==> src/rtl/b64e_pkg.sv <==
// ----------------------------------------------------------------------------
// b64e_pkg
// Shared types, constants and the character map of the base64 stream encoder.
// ----------------------------------------------------------------------------
package b64e_pkg;

    localparam int MAX_TOKENS    = 6;
    localparam int QUEUE_DEPTH_D = 2;

    localparam int ADDR_W = 5;
    localparam int DATA_W = 32;

    localparam logic [2:0] REG_CHAR_62   = 3'd0;
    localparam logic [2:0] REG_CHAR_63   = 3'd1;
    localparam logic [2:0] REG_PAD_SYM   = 3'd2;
    localparam logic [2:0] REG_PAD_EN    = 3'd3;
    localparam logic [2:0] REG_LINE_LEN  = 3'd4;

    localparam logic [7:0] RST_CHAR_62   = 8'd43;
    localparam logic [7:0] RST_CHAR_63   = 8'd47;
    localparam logic [7:0] RST_PAD_SYM   = 8'd61;
    localparam logic       RST_PAD_EN    = 1'b1;
    localparam logic [9:0] RST_LINE_LEN  = 10'd0;

    localparam logic [7:0] CHAR_CR = 8'd13;
    localparam logic [7:0] CHAR_LF = 8'd10;

    typedef enum logic [1:0] {
        TK_SEXTET,
        TK_PAD,
        TK_CR,
        TK_LF
    } tok_kind_t;

    typedef struct packed {
        tok_kind_t  kind;
        logic [5:0] val;
    } tok_t;

    typedef struct packed {
        tok_t [MAX_TOKENS-1:0] toks;
        logic [2:0]            count;
    } entry_t;

    typedef struct packed {
        logic [7:0] char_62;
        logic [7:0] char_63;
        logic [7:0] pad_symbol;
        logic       pad_enable;
        logic [9:0] line_length;
    } cfg_t;

    function automatic logic [7:0] tok_char(tok_t tok, cfg_t cfg);
        logic [7:0] v;
        logic [7:0] c;
        v = {2'b00, tok.val};
        case (tok.kind)
            TK_SEXTET:
            begin
                if (v < 8'd26)
                    c = 8'd65 + v;
                else if (v < 8'd52)
                    c = 8'd97 + (v - 8'd26);
                else if (v < 8'd62)
                    c = 8'd48 + (v - 8'd52);
                else if (v == 8'd62)
                    c = cfg.char_62;
                else
                    c = cfg.char_63;
            end
            TK_PAD:  c = cfg.pad_symbol;
            TK_CR:   c = CHAR_CR;
            TK_LF:   c = CHAR_LF;
            default: c = CHAR_LF;
        endcase
        return c;
    endfunction

endpackage

==> src/rtl/b64e_front.sv <==
// ----------------------------------------------------------------------------
// b64e_front
// Takes message bytes, tracks group position and line count, and turns each
// byte into a list of output tokens for the back end.
// ----------------------------------------------------------------------------
module b64e_front
    import b64e_pkg::*;
(
    input  logic       clk,
    input  logic       rst_n,
    input  cfg_t       cfg,
    input  logic       line_len_wr,
    input  logic       byte_valid,
    output logic       byte_stall,
    input  logic [7:0] data_byte,
    input  logic       last_byte,
    input  logic       queue_full,
    output logic       push,
    output entry_t     push_entry
);

    logic [5:0] carry_reg, carry_next;
    logic [1:0] gpos_reg, gpos_next;
    logic [9:0] lc_reg, lc_next;

    // line count reduction after a line length write
    logic       red_active_reg, red_active_next;
    logic [3:0] red_cnt_reg, red_cnt_next;
    logic [9:0] red_rem_reg, red_rem_next;
    logic [9:0] red_shift_reg, red_shift_next;
    logic [10:0] red_trial;

    logic [5:0]  tok0, tok1;
    logic [5:0]  carry_upd;
    logic [1:0]  gpos_upd;
    logic [1:0]  pads;
    logic [2:0]  chars;
    logic        full_grp;
    logic        fin_grp;
    logic        do_gd;
    logic [10:0] rem;
    logic        brk;
    logic [2:0]  pad_end;

    assign byte_stall = red_active_reg | queue_full;
    assign push       = byte_valid & ~byte_stall;

    always_comb
    begin
        tok1 = data_byte[5:0];
        case (gpos_reg)
            2'd0:
            begin
                tok0      = data_byte[7:2];
                carry_upd = {data_byte[1:0], 4'b0000};
                gpos_upd  = 2'd1;
            end
            2'd1:
            begin
                tok0      = carry_reg | {2'b00, data_byte[7:4]};
                carry_upd = {data_byte[3:0], 2'b00};
                gpos_upd  = 2'd2;
            end
            default:
            begin
                tok0      = carry_reg | {4'b0000, data_byte[7:6]};
                carry_upd = 6'd0;
                gpos_upd  = 2'd0;
            end
        endcase

        full_grp = (gpos_upd == 2'd0);
        fin_grp  = last_byte & ~full_grp;
        do_gd    = full_grp | fin_grp;
        pads     = cfg.pad_enable ? (2'd3 - gpos_upd) : 2'd0;
        chars    = full_grp ? 3'd4 : ({1'b0, gpos_upd} + 3'd1 + {1'b0, pads});

        rem = {1'b0, lc_reg} + {8'd0, chars};
        for (int i = 0; i < 4; i++)
        begin
            if (rem >= {1'b0, cfg.line_length})
                rem = rem - {1'b0, cfg.line_length};
        end
        brk = do_gd & (cfg.line_length != 10'd0) & (rem == 11'd0);

        push_entry = '0;
        pad_end    = 3'd2 + {1'b0, pads};
        if (fin_grp)
        begin
            for (int i = 0; i < MAX_TOKENS; i++)
            begin
                if (i == 0)
                    push_entry.toks[i] = '{kind: TK_SEXTET, val: tok0};
                else if (i == 1)
                    push_entry.toks[i] = '{kind: TK_SEXTET, val: carry_upd};
                else if (3'(i) < pad_end)
                    push_entry.toks[i] = '{kind: TK_PAD, val: 6'd0};
                else if (3'(i) == pad_end)
                    push_entry.toks[i] = '{kind: TK_CR, val: 6'd0};
                else
                    push_entry.toks[i] = '{kind: TK_LF, val: 6'd0};
            end
            push_entry.count = pad_end + (brk ? 3'd2 : 3'd0);
        end
        else
        begin
            push_entry.toks[0] = '{kind: TK_SEXTET, val: tok0};
            push_entry.toks[1] = '{kind: TK_SEXTET, val: tok1};
            push_entry.toks[2] = '{kind: TK_CR, val: 6'd0};
            push_entry.toks[3] = '{kind: TK_LF, val: 6'd0};
            push_entry.count   = full_grp ? (brk ? 3'd4 : 3'd2) : 3'd1;
        end
    end

    always_comb
    begin
        carry_next      = carry_reg;
        gpos_next       = gpos_reg;
        lc_next         = lc_reg;
        red_active_next = red_active_reg;
        red_cnt_next    = red_cnt_reg;
        red_rem_next    = red_rem_reg;
        red_shift_next  = red_shift_reg;
        red_trial       = {red_rem_reg, red_shift_reg[9]};

        if (line_len_wr)
        begin
            red_active_next = 1'b1;
            red_cnt_next    = 4'd0;
            red_rem_next    = 10'd0;
            red_shift_next  = lc_reg;
        end
        else if (red_active_reg)
        begin
            if (cfg.line_length == 10'd0)
            begin
                red_active_next = 1'b0;
            end
            else
            begin
                if (red_trial >= {1'b0, cfg.line_length})
                    red_trial = red_trial - {1'b0, cfg.line_length};
                red_rem_next   = red_trial[9:0];
                red_shift_next = {red_shift_reg[8:0], 1'b0};
                red_cnt_next   = red_cnt_reg + 4'd1;
                if (red_cnt_reg == 4'd9)
                begin
                    red_active_next = 1'b0;
                    lc_next         = red_trial[9:0];
                end
            end
        end

        if (push)
        begin
            if (last_byte)
            begin
                carry_next = 6'd0;
                gpos_next  = 2'd0;
                lc_next    = 10'd0;
            end
            else
            begin
                carry_next = carry_upd;
                gpos_next  = gpos_upd;
                if (do_gd && cfg.line_length != 10'd0)
                    lc_next = rem[9:0];
            end
        end
    end

    always_ff @(posedge clk or negedge rst_n)
    begin
        if (!rst_n)
        begin
            carry_reg      <= 6'd0;
            gpos_reg       <= 2'd0;
            lc_reg         <= 10'd0;
            red_active_reg <= 1'b0;
            red_cnt_reg    <= 4'd0;
            red_rem_reg    <= 10'd0;
            red_shift_reg  <= 10'd0;
        end
        else
        begin
            carry_reg      <= carry_next;
            gpos_reg       <= gpos_next;
            lc_reg         <= lc_next;
            red_active_reg <= red_active_next;
            red_cnt_reg    <= red_cnt_next;
            red_rem_reg    <= red_rem_next;
            red_shift_reg  <= red_shift_next;
        end
    end

    a_red_stalls: assert property (@(posedge clk) disable iff (!rst_n)
        red_active_reg |-> byte_stall)
        else $error("byte taken during line count reduction");

    a_push_count: assert property (@(posedge clk) disable iff (!rst_n)
        push |-> (push_entry.count != 3'd0 && push_entry.count <= 3'(MAX_TOKENS)))
        else $error("token count out of range");

    a_lc_reduced: assert property (@(posedge clk) disable iff (!rst_n)
        (!red_active_reg && cfg.line_length != 10'd0) |-> (lc_reg < cfg.line_length))
        else $error("line count not below line length");

endmodule

==> src/rtl/b64e_queue.sv <==
// ----------------------------------------------------------------------------
// b64e_queue
// Small FIFO of token lists between the front and back ends.
// ----------------------------------------------------------------------------
module b64e_queue
    import b64e_pkg::*;
#(
    parameter int DEPTH = QUEUE_DEPTH_D
)
(
    input  logic   clk,
    input  logic   rst_n,
    input  logic   push,
    input  entry_t push_entry,
    output logic   full,
    input  logic   pop,
    output logic   head_valid,
    output entry_t head_entry
);

    localparam int PTR_W = (DEPTH > 1) ? $clog2(DEPTH) : 1;
    localparam int CNT_W = $clog2(DEPTH + 1);

    entry_t             entries_reg [DEPTH];
    logic [PTR_W-1:0]   wr_ptr_reg, wr_ptr_next;
    logic [PTR_W-1:0]   rd_ptr_reg, rd_ptr_next;
    logic [CNT_W-1:0]   cnt_reg, cnt_next;

    assign full       = (cnt_reg == CNT_W'(DEPTH));
    assign head_valid = (cnt_reg != '0);
    assign head_entry = entries_reg[rd_ptr_reg];

    always_comb
    begin
        wr_ptr_next = wr_ptr_reg;
        rd_ptr_next = rd_ptr_reg;
        cnt_next    = cnt_reg;
        if (push)
            wr_ptr_next = (wr_ptr_reg == PTR_W'(DEPTH - 1)) ? '0 : wr_ptr_reg + 1'b1;
        if (pop)
            rd_ptr_next = (rd_ptr_reg == PTR_W'(DEPTH - 1)) ? '0 : rd_ptr_reg + 1'b1;
        if (push && !pop)
            cnt_next = cnt_reg + 1'b1;
        else if (pop && !push)
            cnt_next = cnt_reg - 1'b1;
    end

    always_ff @(posedge clk)
    begin
        if (push)
            entries_reg[wr_ptr_reg] <= push_entry;
    end

    always_ff @(posedge clk or negedge rst_n)
    begin
        if (!rst_n)
        begin
            wr_ptr_reg <= '0;
            rd_ptr_reg <= '0;
            cnt_reg    <= '0;
        end
        else
        begin
            wr_ptr_reg <= wr_ptr_next;
            rd_ptr_reg <= rd_ptr_next;
            cnt_reg    <= cnt_next;
        end
    end

    a_no_overflow: assert property (@(posedge clk) disable iff (!rst_n)
        push |-> !full)
        else $error("queue overflow");

    a_no_underflow: assert property (@(posedge clk) disable iff (!rst_n)
        pop |-> head_valid)
        else $error("queue underflow");

endmodule

==> src/rtl/b64e_back.sv <==
// ----------------------------------------------------------------------------
// b64e_back
// Walks the head token list, one output character per cycle while the
// receiver does not stall, into a registered output stage.
// ----------------------------------------------------------------------------
module b64e_back
    import b64e_pkg::*;
(
    input  logic       clk,
    input  logic       rst_n,
    input  cfg_t       cfg,
    input  logic       head_valid,
    input  entry_t     head_entry,
    output logic       pop,
    output logic       char_valid,
    input  logic       char_stall,
    output logic [7:0] out_char,
    output logic       run_end
);

    logic [2:0] idx_reg, idx_next;
    logic       valid_reg, valid_next;
    logic [7:0] char_reg, char_next;
    logic       end_reg, end_next;
    logic       load;
    logic       at_last;

    assign load       = head_valid & (~valid_reg | ~char_stall);
    assign at_last    = (idx_reg == head_entry.count - 3'd1);
    assign pop        = load & at_last;
    assign char_valid = valid_reg;
    assign out_char   = char_reg;
    assign run_end    = end_reg;

    always_comb
    begin
        idx_next   = idx_reg;
        valid_next = valid_reg;
        char_next  = char_reg;
        end_next   = end_reg;
        if (load)
        begin
            valid_next = 1'b1;
            char_next  = tok_char(head_entry.toks[idx_reg], cfg);
            end_next   = at_last;
            idx_next   = at_last ? 3'd0 : idx_reg + 3'd1;
        end
        else if (valid_reg && !char_stall)
        begin
            valid_next = 1'b0;
        end
    end

    always_ff @(posedge clk or negedge rst_n)
    begin
        if (!rst_n)
        begin
            idx_reg   <= 3'd0;
            valid_reg <= 1'b0;
        end
        else
        begin
            idx_reg   <= idx_next;
            valid_reg <= valid_next;
        end
    end

    always_ff @(posedge clk)
    begin
        char_reg <= char_next;
        end_reg  <= end_next;
    end

    a_idx_in_range: assert property (@(posedge clk) disable iff (!rst_n)
        head_valid |-> (idx_reg < head_entry.count))
        else $error("token index beyond list");

endmodule

==> src/rtl/base64_stream_encoder_top.sv <==
// ----------------------------------------------------------------------------
// base64_stream_encoder_top
// Byte-in, character-out base64 encoder with configurable symbols, padding
// and CR LF line breaks.
// ----------------------------------------------------------------------------
// The back end emits one character per cycle while char_stall is low; a byte
// produces 1 character for most bytes, 2 (4 with a line break) for the byte
// that closes a group, up to 6 for a short last group with padding and break;
// about 4 characters per 3 bytes on long messages. The front end takes a
// byte per cycle while the QUEUE_DEPTH-entry token queue has room. Each write
// of line_length starts a bit-serial pass that reduces the line count modulo
// the new length, during which no byte is taken.
module base64_stream_encoder_top
    import b64e_pkg::*;
#(
    parameter int QUEUE_DEPTH = QUEUE_DEPTH_D
)
(
    input  logic              clk,
    input  logic              rst_n,
    input  logic              psel,
    input  logic              penable,
    input  logic              pwrite,
    input  logic [ADDR_W-1:0] paddr,
    input  logic [DATA_W-1:0] pwdata,
    output logic [DATA_W-1:0] prdata,
    output logic              pready,
    input  logic              byte_valid,
    output logic              byte_stall,
    input  logic [7:0]        data_byte,
    input  logic              last_byte,
    output logic              char_valid,
    input  logic              char_stall,
    output logic [7:0]        out_char,
    output logic              run_end
);

    cfg_t       cfg_reg, cfg_next;
    logic       wr_en;
    logic [2:0] reg_idx;
    logic       line_len_wr;
    logic       queue_full;
    logic       push;
    entry_t     push_entry;
    logic       pop;
    logic       head_valid;
    entry_t     head_entry;

    assign pready      = 1'b1;
    assign wr_en       = psel & penable & pwrite;
    assign reg_idx     = paddr[4:2];
    assign line_len_wr = wr_en & (reg_idx == REG_LINE_LEN);

    always_comb
    begin
        cfg_next = cfg_reg;
        if (wr_en)
        begin
            case (reg_idx)
                REG_CHAR_62:  cfg_next.char_62     = pwdata[7:0];
                REG_CHAR_63:  cfg_next.char_63     = pwdata[7:0];
                REG_PAD_SYM:  cfg_next.pad_symbol  = pwdata[7:0];
                REG_PAD_EN:   cfg_next.pad_enable  = pwdata[0];
                REG_LINE_LEN: cfg_next.line_length = pwdata[9:0];
                default:      cfg_next = cfg_reg;
            endcase
        end
    end

    always_comb
    begin
        case (reg_idx)
            REG_CHAR_62:  prdata = {24'd0, cfg_reg.char_62};
            REG_CHAR_63:  prdata = {24'd0, cfg_reg.char_63};
            REG_PAD_SYM:  prdata = {24'd0, cfg_reg.pad_symbol};
            REG_PAD_EN:   prdata = {31'd0, cfg_reg.pad_enable};
            REG_LINE_LEN: prdata = {22'd0, cfg_reg.line_length};
            default:      prdata = '0;
        endcase
    end

    always_ff @(posedge clk or negedge rst_n)
    begin
        if (!rst_n)
        begin
            cfg_reg.char_62     <= RST_CHAR_62;
            cfg_reg.char_63     <= RST_CHAR_63;
            cfg_reg.pad_symbol  <= RST_PAD_SYM;
            cfg_reg.pad_enable  <= RST_PAD_EN;
            cfg_reg.line_length <= RST_LINE_LEN;
        end
        else
        begin
            cfg_reg <= cfg_next;
        end
    end

    b64e_front u_front (
        .clk         (clk),
        .rst_n       (rst_n),
        .cfg         (cfg_reg),
        .line_len_wr (line_len_wr),
        .byte_valid  (byte_valid),
        .byte_stall  (byte_stall),
        .data_byte   (data_byte),
        .last_byte   (last_byte),
        .queue_full  (queue_full),
        .push        (push),
        .push_entry  (push_entry)
    );

    b64e_queue #(
        .DEPTH (QUEUE_DEPTH)
    ) u_queue (
        .clk        (clk),
        .rst_n      (rst_n),
        .push       (push),
        .push_entry (push_entry),
        .full       (queue_full),
        .pop        (pop),
        .head_valid (head_valid),
        .head_entry (head_entry)
    );

    b64e_back u_back (
        .clk        (clk),
        .rst_n      (rst_n),
        .cfg        (cfg_reg),
        .head_valid (head_valid),
        .head_entry (head_entry),
        .pop        (pop),
        .char_valid (char_valid),
        .char_stall (char_stall),
        .out_char   (out_char),
        .run_end    (run_end)
    );

endmodule

==> config.mk <==
export PLATFORM = sky130hd
export DESIGN_NAME = base64_stream_encoder_top
export DESIGN_NICKNAME = d
export VERILOG_FILES = /design/src/rtl/b64e_pkg.sv /design/src/rtl/b64e_front.sv /design/src/rtl/b64e_queue.sv /design/src/rtl/b64e_back.sv /design/src/rtl/base64_stream_encoder_top.sv
export SDC_FILE = /design/constraint.sdc
export NUM_CORES = 1
export LEC_CHECK = 0
export ABC_AREA = 1
export BUFFER_PORTS_ARGS = -buffer_cell sky130_fd_sc_hd__buf_2
export CAP_MARGIN = 10
export CORE_MARGIN = 2
export CORE_UTILIZATION = 56
export CTS_BUF_LIST = sky130_fd_sc_hd__clkbuf_4
export DETAILED_ROUTE_END_ITERATION = 10
export GPL_TIMING_DRIVEN = 0
export HOLD_SLACK_MARGIN = 0.15
export PLACE_DENSITY = 0.79
export SLEW_MARGIN = 20
export SYNTH_ARGS = -nofsm -noshare
export SYNTH_HDL_FRONTEND = slang
export SYNTH_SLANG_ARGS = --single-unit
export TNS_END_PERCENT = 5
==> constraint.sdc <==
create_clock -name clk -period 8.1 [get_ports clk]
set_input_delay 1.62 -clock clk [delete_from_list [all_inputs] [get_ports clk]]
set_output_delay 1.62 -clock clk [all_outputs]
set_load 0.1 [all_outputs]
# Word level (Yosys, flattened, before mapping)
# Memories as Yosys holds them, arrays and structs flattened.
# Index checks and enable logic that the tools add are counted.
[totals] word_cells=177 reg_bits=95 mem_bits_rw=102 n_memories=1
[op_classes] n_eq_ne=17 order_cmp=13 n_reduce_logical=24 mux=62 n_bitwise=18 add_sub_neg=23
[memory_table] memory="u_queue.entries_reg" words=2 width=51 rd=1 rd_ports_with_merged_regs=0 write_ports=1 line_no="b64e_queue.sv:24" text="entry_t entries_reg [DEPTH];"
[op_table] operator="10-bit 2-to-1 mux" count=14
[op_table] operator="8-bit 2-to-1 mux" count=9
[op_table] operator="11-bit by 10-bit >= comparator with 1-bit output" count=5
[op_table] operator="10-bit case mux with 5 select lines" count=1
[op_table] operator="11-bit 2-to-1 mux" count=4
[op_table] operator="11-bit by 10-bit subtractor with 11-bit output" count=4
[op_table] operator="35-bit 2-to-1 mux" count=1
[op_table] operator="8-bit case mux with 4 select lines" count=1
[op_table] operator="7-bit 2-to-1 mux" count=4
[op_table] operator="8-bit binary-select mux with 3-bit select" count=1
[op_table] operator="6-bit case mux with 2 select lines" count=2
[op_table] operator="16-bit 2-to-1 mux" count=1
[op_table] operator="6-bit < comparator (second input constant)" count=2
[op_table] operator="3-bit 2-to-1 mux" count=4
[op_table] operator="4-bit 2-to-1 mux" count=3
[op_table] operator="2-bit AND reduction" count=6
[op_table] operator="10-bit by 3-bit adder with 11-bit output" count=1
[op_table] operator="11-bit logical NOT" count=1
[op_table] operator="10-bit logical NOT" count=1
[op_table] operator="1-bit 2-to-1 mux" count=10
[op_table] operator="2-bit 2-to-1 mux" count=5
[op_table] operator="10-bit nonzero test" count=1
[op_table] operator="10-bit subtractor" count=1
[op_table] operator="1-bit bitwise AND" count=9
[op_table] operator="other kinds (42)" count=66

# Longest topological paths before layout
[logic_depth] ltp_word=20 ltp_mapped=68 ltp_nobuf=66

# By module
# A second synthesis with hierarchy kept.
[unflattened] hier_cells=1642 area_unflattened_um2=14024.7
[by_module_without_submodules] mod="b64e_front" n_inst=1 area_per_inst_um2=5840.6 cells_per_inst=899
[by_module_without_submodules] mod="b64e_queue" n_inst=1 area_per_inst_um2=4139.0 cells_per_inst=184
[by_module_without_submodules] mod="b64e_back" n_inst=1 area_per_inst_um2=2094.5 cells_per_inst=320
[by_module_without_submodules] mod="base64_stream_encoder_top" n_inst=1 area_per_inst_um2=1950.6 cells_per_inst=239

# Worst setup path after synthesis
# No wires, ideal clock.
[synth_path] kind="register to register" start="reg u_front.gpos_reg[1]" end="mem u_queue.entries_reg[0][1] in the netlist's numbering, data pin" arrival_time_ns=8.501 path_buffers=5 path_stages_with_launch=61 setup_slack_ns=-0.535 cell_sequence="dfrtp_1 > clkbuf_1 > nor2_1 > inv_1 > nor2_1 > ha_1 > inv_1 > fa_1 > o21ai_2 > nand3_2 > nand2_1 > inv_1 > ha_1 > nand2_2 > nor2_1 > nand3_1 > nand2_1 > nor2_2 > [25 not listed] > nor3_1 > nand2_1 > o211ai_1 > nand3_1 > nand2_1 > nand2_1 > nand2_1 > inv_1 > nand3_2 > buf_6 > a21oi_1 > nor2_1 > nand2_1 > nor2_2 > nand3_1 > ha_1 > or2_2 > nand2_1"
[synth_lines] item="from (decl)" line_no="b64e_front.sv:23" text="logic [1:0] gpos_reg, gpos_next;"
[synth_lines] item="from (signal assigned)" line_no="b64e_front.sv:187" text="gpos_reg <= gpos_next;"
[synth_lines] item="to (decl)" line_no="b64e_queue.sv:24"

==> impl_metrics.ini <==
[critical_path]
r2r_cells = 51
cp_common_cell = nand2_1
r2r_start = u_front.gpos_reg[1]
crit_path_start = u_front.gpos_reg[1]
reg2reg_to = u_queue.entries_reg[0][2]
end_kind = register
required_ns = 8.54
crit_path_max_incr_delay_ns = 0.70
crit_type = register to register
reg2reg_slack_ns = -1.19
start_kind = register
cp.arrival_ns = 9.73
crit_path_max_fanout = 9
crit_slowest_cell = nor2_1

[yosys]
synth-edff-count = 53
synth-seq-cells = 137
syn-instance-count = 1364
synth_area_leaders = dfrtp_1, edfxtp_1, nand2_1
ys.flop_type = dfrtp_1
synth.largest_area_cell = dfrtp_1
yosysWarnings = 0
syn_area_um2 = 10300
synthArstFlopShare = 0.613
synth_top_area_frac = 0.168
yosysUniqueCellTypes = 59
yosysSeqAreaShare = 0.361
syn_area_per_cell_um2 = 7.54

[floorplan]
die_y_um = 140
die_w_um = 140
rows = 49
initial_core_util = 0.573
die_area_um2 = 19500
core_area_um2 = 18000
ios = 97

[route]
drcViolationCount = 0
drt-pass1-iter-count = 7
dr_total_vias = 10818
drt_iter0_drc = 1498
routed_via_density = 6.05
wl_per_cell_um = 19.9
finalWirelength_um = 35600
ant_nets = 0

[sta]
worst_hold_slack_ns = 0.515
layout_min_cycle_time_ns = 9.29
rsz0062_at_grt = yes
tightest_slew_ns = 0.919
fin_crit_sh = 1.15
fmax_mhz = 108
finalHoldViolCount = 0
setup_viol = 14
fin_tns_setup_ns = -8.13
slew-limit-headroom = 0.383
slew_viol_final = 0
worst_slack_ns = -1.19
fin_skew_ns = 0.0204

[run_status]
failed_checks = negative setup slack
outcome = finished, violations left

[cts]
clk-insertion-delay-late_ns = 0.58
clock_sinks = 137
ctsHoldBuffers = 0
cts.path.max_buffers = 2
cts_tree = built
cts_root_buf = clkbuf_4
clkTransAtPathRegs_ns = 0.13
cts.htree.levels = 4
cts_made_buffers = 17

[place]
io_buffers = 48
dpl.hpwl_um = 21200
place.gp.congestion = 0.959
numPlacedInstances = 1665

[final_layout]
stdcell_count = 1789
nets = 1674
final_util = 0.725
drive_gt1_frac = 0.270
area_delta_synth_final_pct = 26.6
largest_register_ffs = 44

[min_path]
hold_depth = 2
whs_endpoint = u_front.carry_reg[2]
hold_start = u_front.carry_reg[2]
min_path_type = register to register

[global_routing]
grt_pass1_vias = 10274
gr-usage-all-layers = 0.327
grt_pass1_wl_um = 50700
grt_max_degree = 44
globalRouteOverflowTotal = 0
antenna_found_initial = 1

[job]
drv_cap = 0
[cells in the final DEF, fill, tap and decap left out, types with 7 or more instances in the layout]
master / Yosys / layout
inv_2: 1 / 21
o21ai_0: 107 / 95
ha_4: 0 / 30
clkbuf_1: 16 / 14
nand3_2: 3 / 8
clkinv_1: 4 / 7
nor2_4: 0 / 9
inv_1: 181 / 158
clkbuf_4: 0 / 18
buf_2: 2 / 49
o2111ai_1: 7 / 7
ha_1: 69 / 38
o21ai_1: 7 / 7
o211ai_1: 16 / 16
o21ai_2: 3 / 9
nand3_1: 75 / 68
o21ai_4: 1 / 7
nand2_4: 3 / 9
nor3_1: 14 / 9
nand2_1: 383 / 323
dfrtp_1: 69 / 69
xor2_1: 32 / 28
nor2_1: 90 / 77
xnor2_1: 21 / 19
conb_1: 2 / 23
dfstp_2: 15 / 15
nand2_2: 7 / 60
o22ai_1: 13 / 13
buf_4: 23 / 106
edfxtp_1: 53 / 53
a21oi_1: 53 / 43
nor2_2: 4 / 8
buf_6: 4 / 9
nand4_1: 15 / 15
[cells in the mapped netlist, types with 6 or more instances]
cell type	number
ha_1	69
o21bai_1	6
nor3_1	14
fa_1	6
dfstp_2	15
xor2_1	32
inv_1	181
o2111ai_1	7
clkbuf_1	16
o22ai_1	13
buf_4	23
o21ai_0	107
nand3_1	75
o211ai_1	16
nand2_2	7
nand2_1	383
nor2_1	90
o21ai_1	7
edfxtp_1	53
xnor2_1	21
nand4_1	15
dfrtp_1	69
a21oi_1	53
[worst max-delay path by stage]
stage / to / cells after the start
6_report: u_queue.entries_reg[0][2] / 51
3_3_place_gp: u_queue.entries_reg[0][1] / 59
3_5_place_dp: u_queue.entries_reg[0][1] / 65
2_1_floorplan: u_queue.entries_reg[0][1] / 65
5_1_grt: u_queue.entries_reg[1][1] / 58
4_1_cts: u_queue.entries_reg[1][1] / 64
[metal layers]
metal	wire (um)	vias to the layer above	GRT usage	share of wire
li1	-	4861	-	-
met1	12600	4937	0.378	0.35
met2	16400	728	0.543	0.46
met3	3200	290	0.0633	0.090
met4	3320	2	0.234	0.093
met5	16	-	0	0.00045
[area by class of cell]
cell class              instances  area (um^2)
multi-input cells            1016         6690
fillers                      1266         4940
flip-flops and latches        137         3710
repair buffers                143         1050
inverters                     186          712
plain buffers                  45          295
well taps                     229          287
clock buffers                  18          135
clock inverters                14          131
diodes                          1         2.50
[cells by family (layout without fill, tap and decap cells)]
group,count (synthesis),count (layout),share of synthesized area
multiplexers,3,3,0.00292
AND/OR/NAND/NOR,610,611,0.253
flip-flops,137,137,0.361
XOR/XNOR,53,53,0.0451
buffers and inverters,233,406,0.0966
AO/OA/AOI/OAI,251,251,0.145
adder cells (fa/ha/maj),75,75,0.0956
other,2,24,0.000730
[worst max-delay path, delay by kind of cell (launching register included)]
family	cells	cell delay, ns
xor+xnor	1	0.31
simple gates	27	4.54
buf+inv	15	1.62
flops	1	0.42
fa+ha+maj	5	1.58
compound gates	3	0.62
[what timing repair did]
action / CTS / global route
resized for setup: 148 / 68
pin swaps: 82 / 52
setup buffers: 70 / 19
setup endpoints to repair: 14 / 14
gates cloned: 4 / 0
[metrics by stage]
stage / cell area [um^2] / setup WS, ns
floorplan: 10600 / 0.00172
global placement: 11100 / -1.36
detailed placement: 11100 / -1.56
CTS: 12600 / -0.227
global route: 13000 / -1.56
finish: 13000 / -1.19
Power is left out: the tool's default activity adds up to more than one toggle a clock period on the data nets, which glitch-free logic cannot reach.
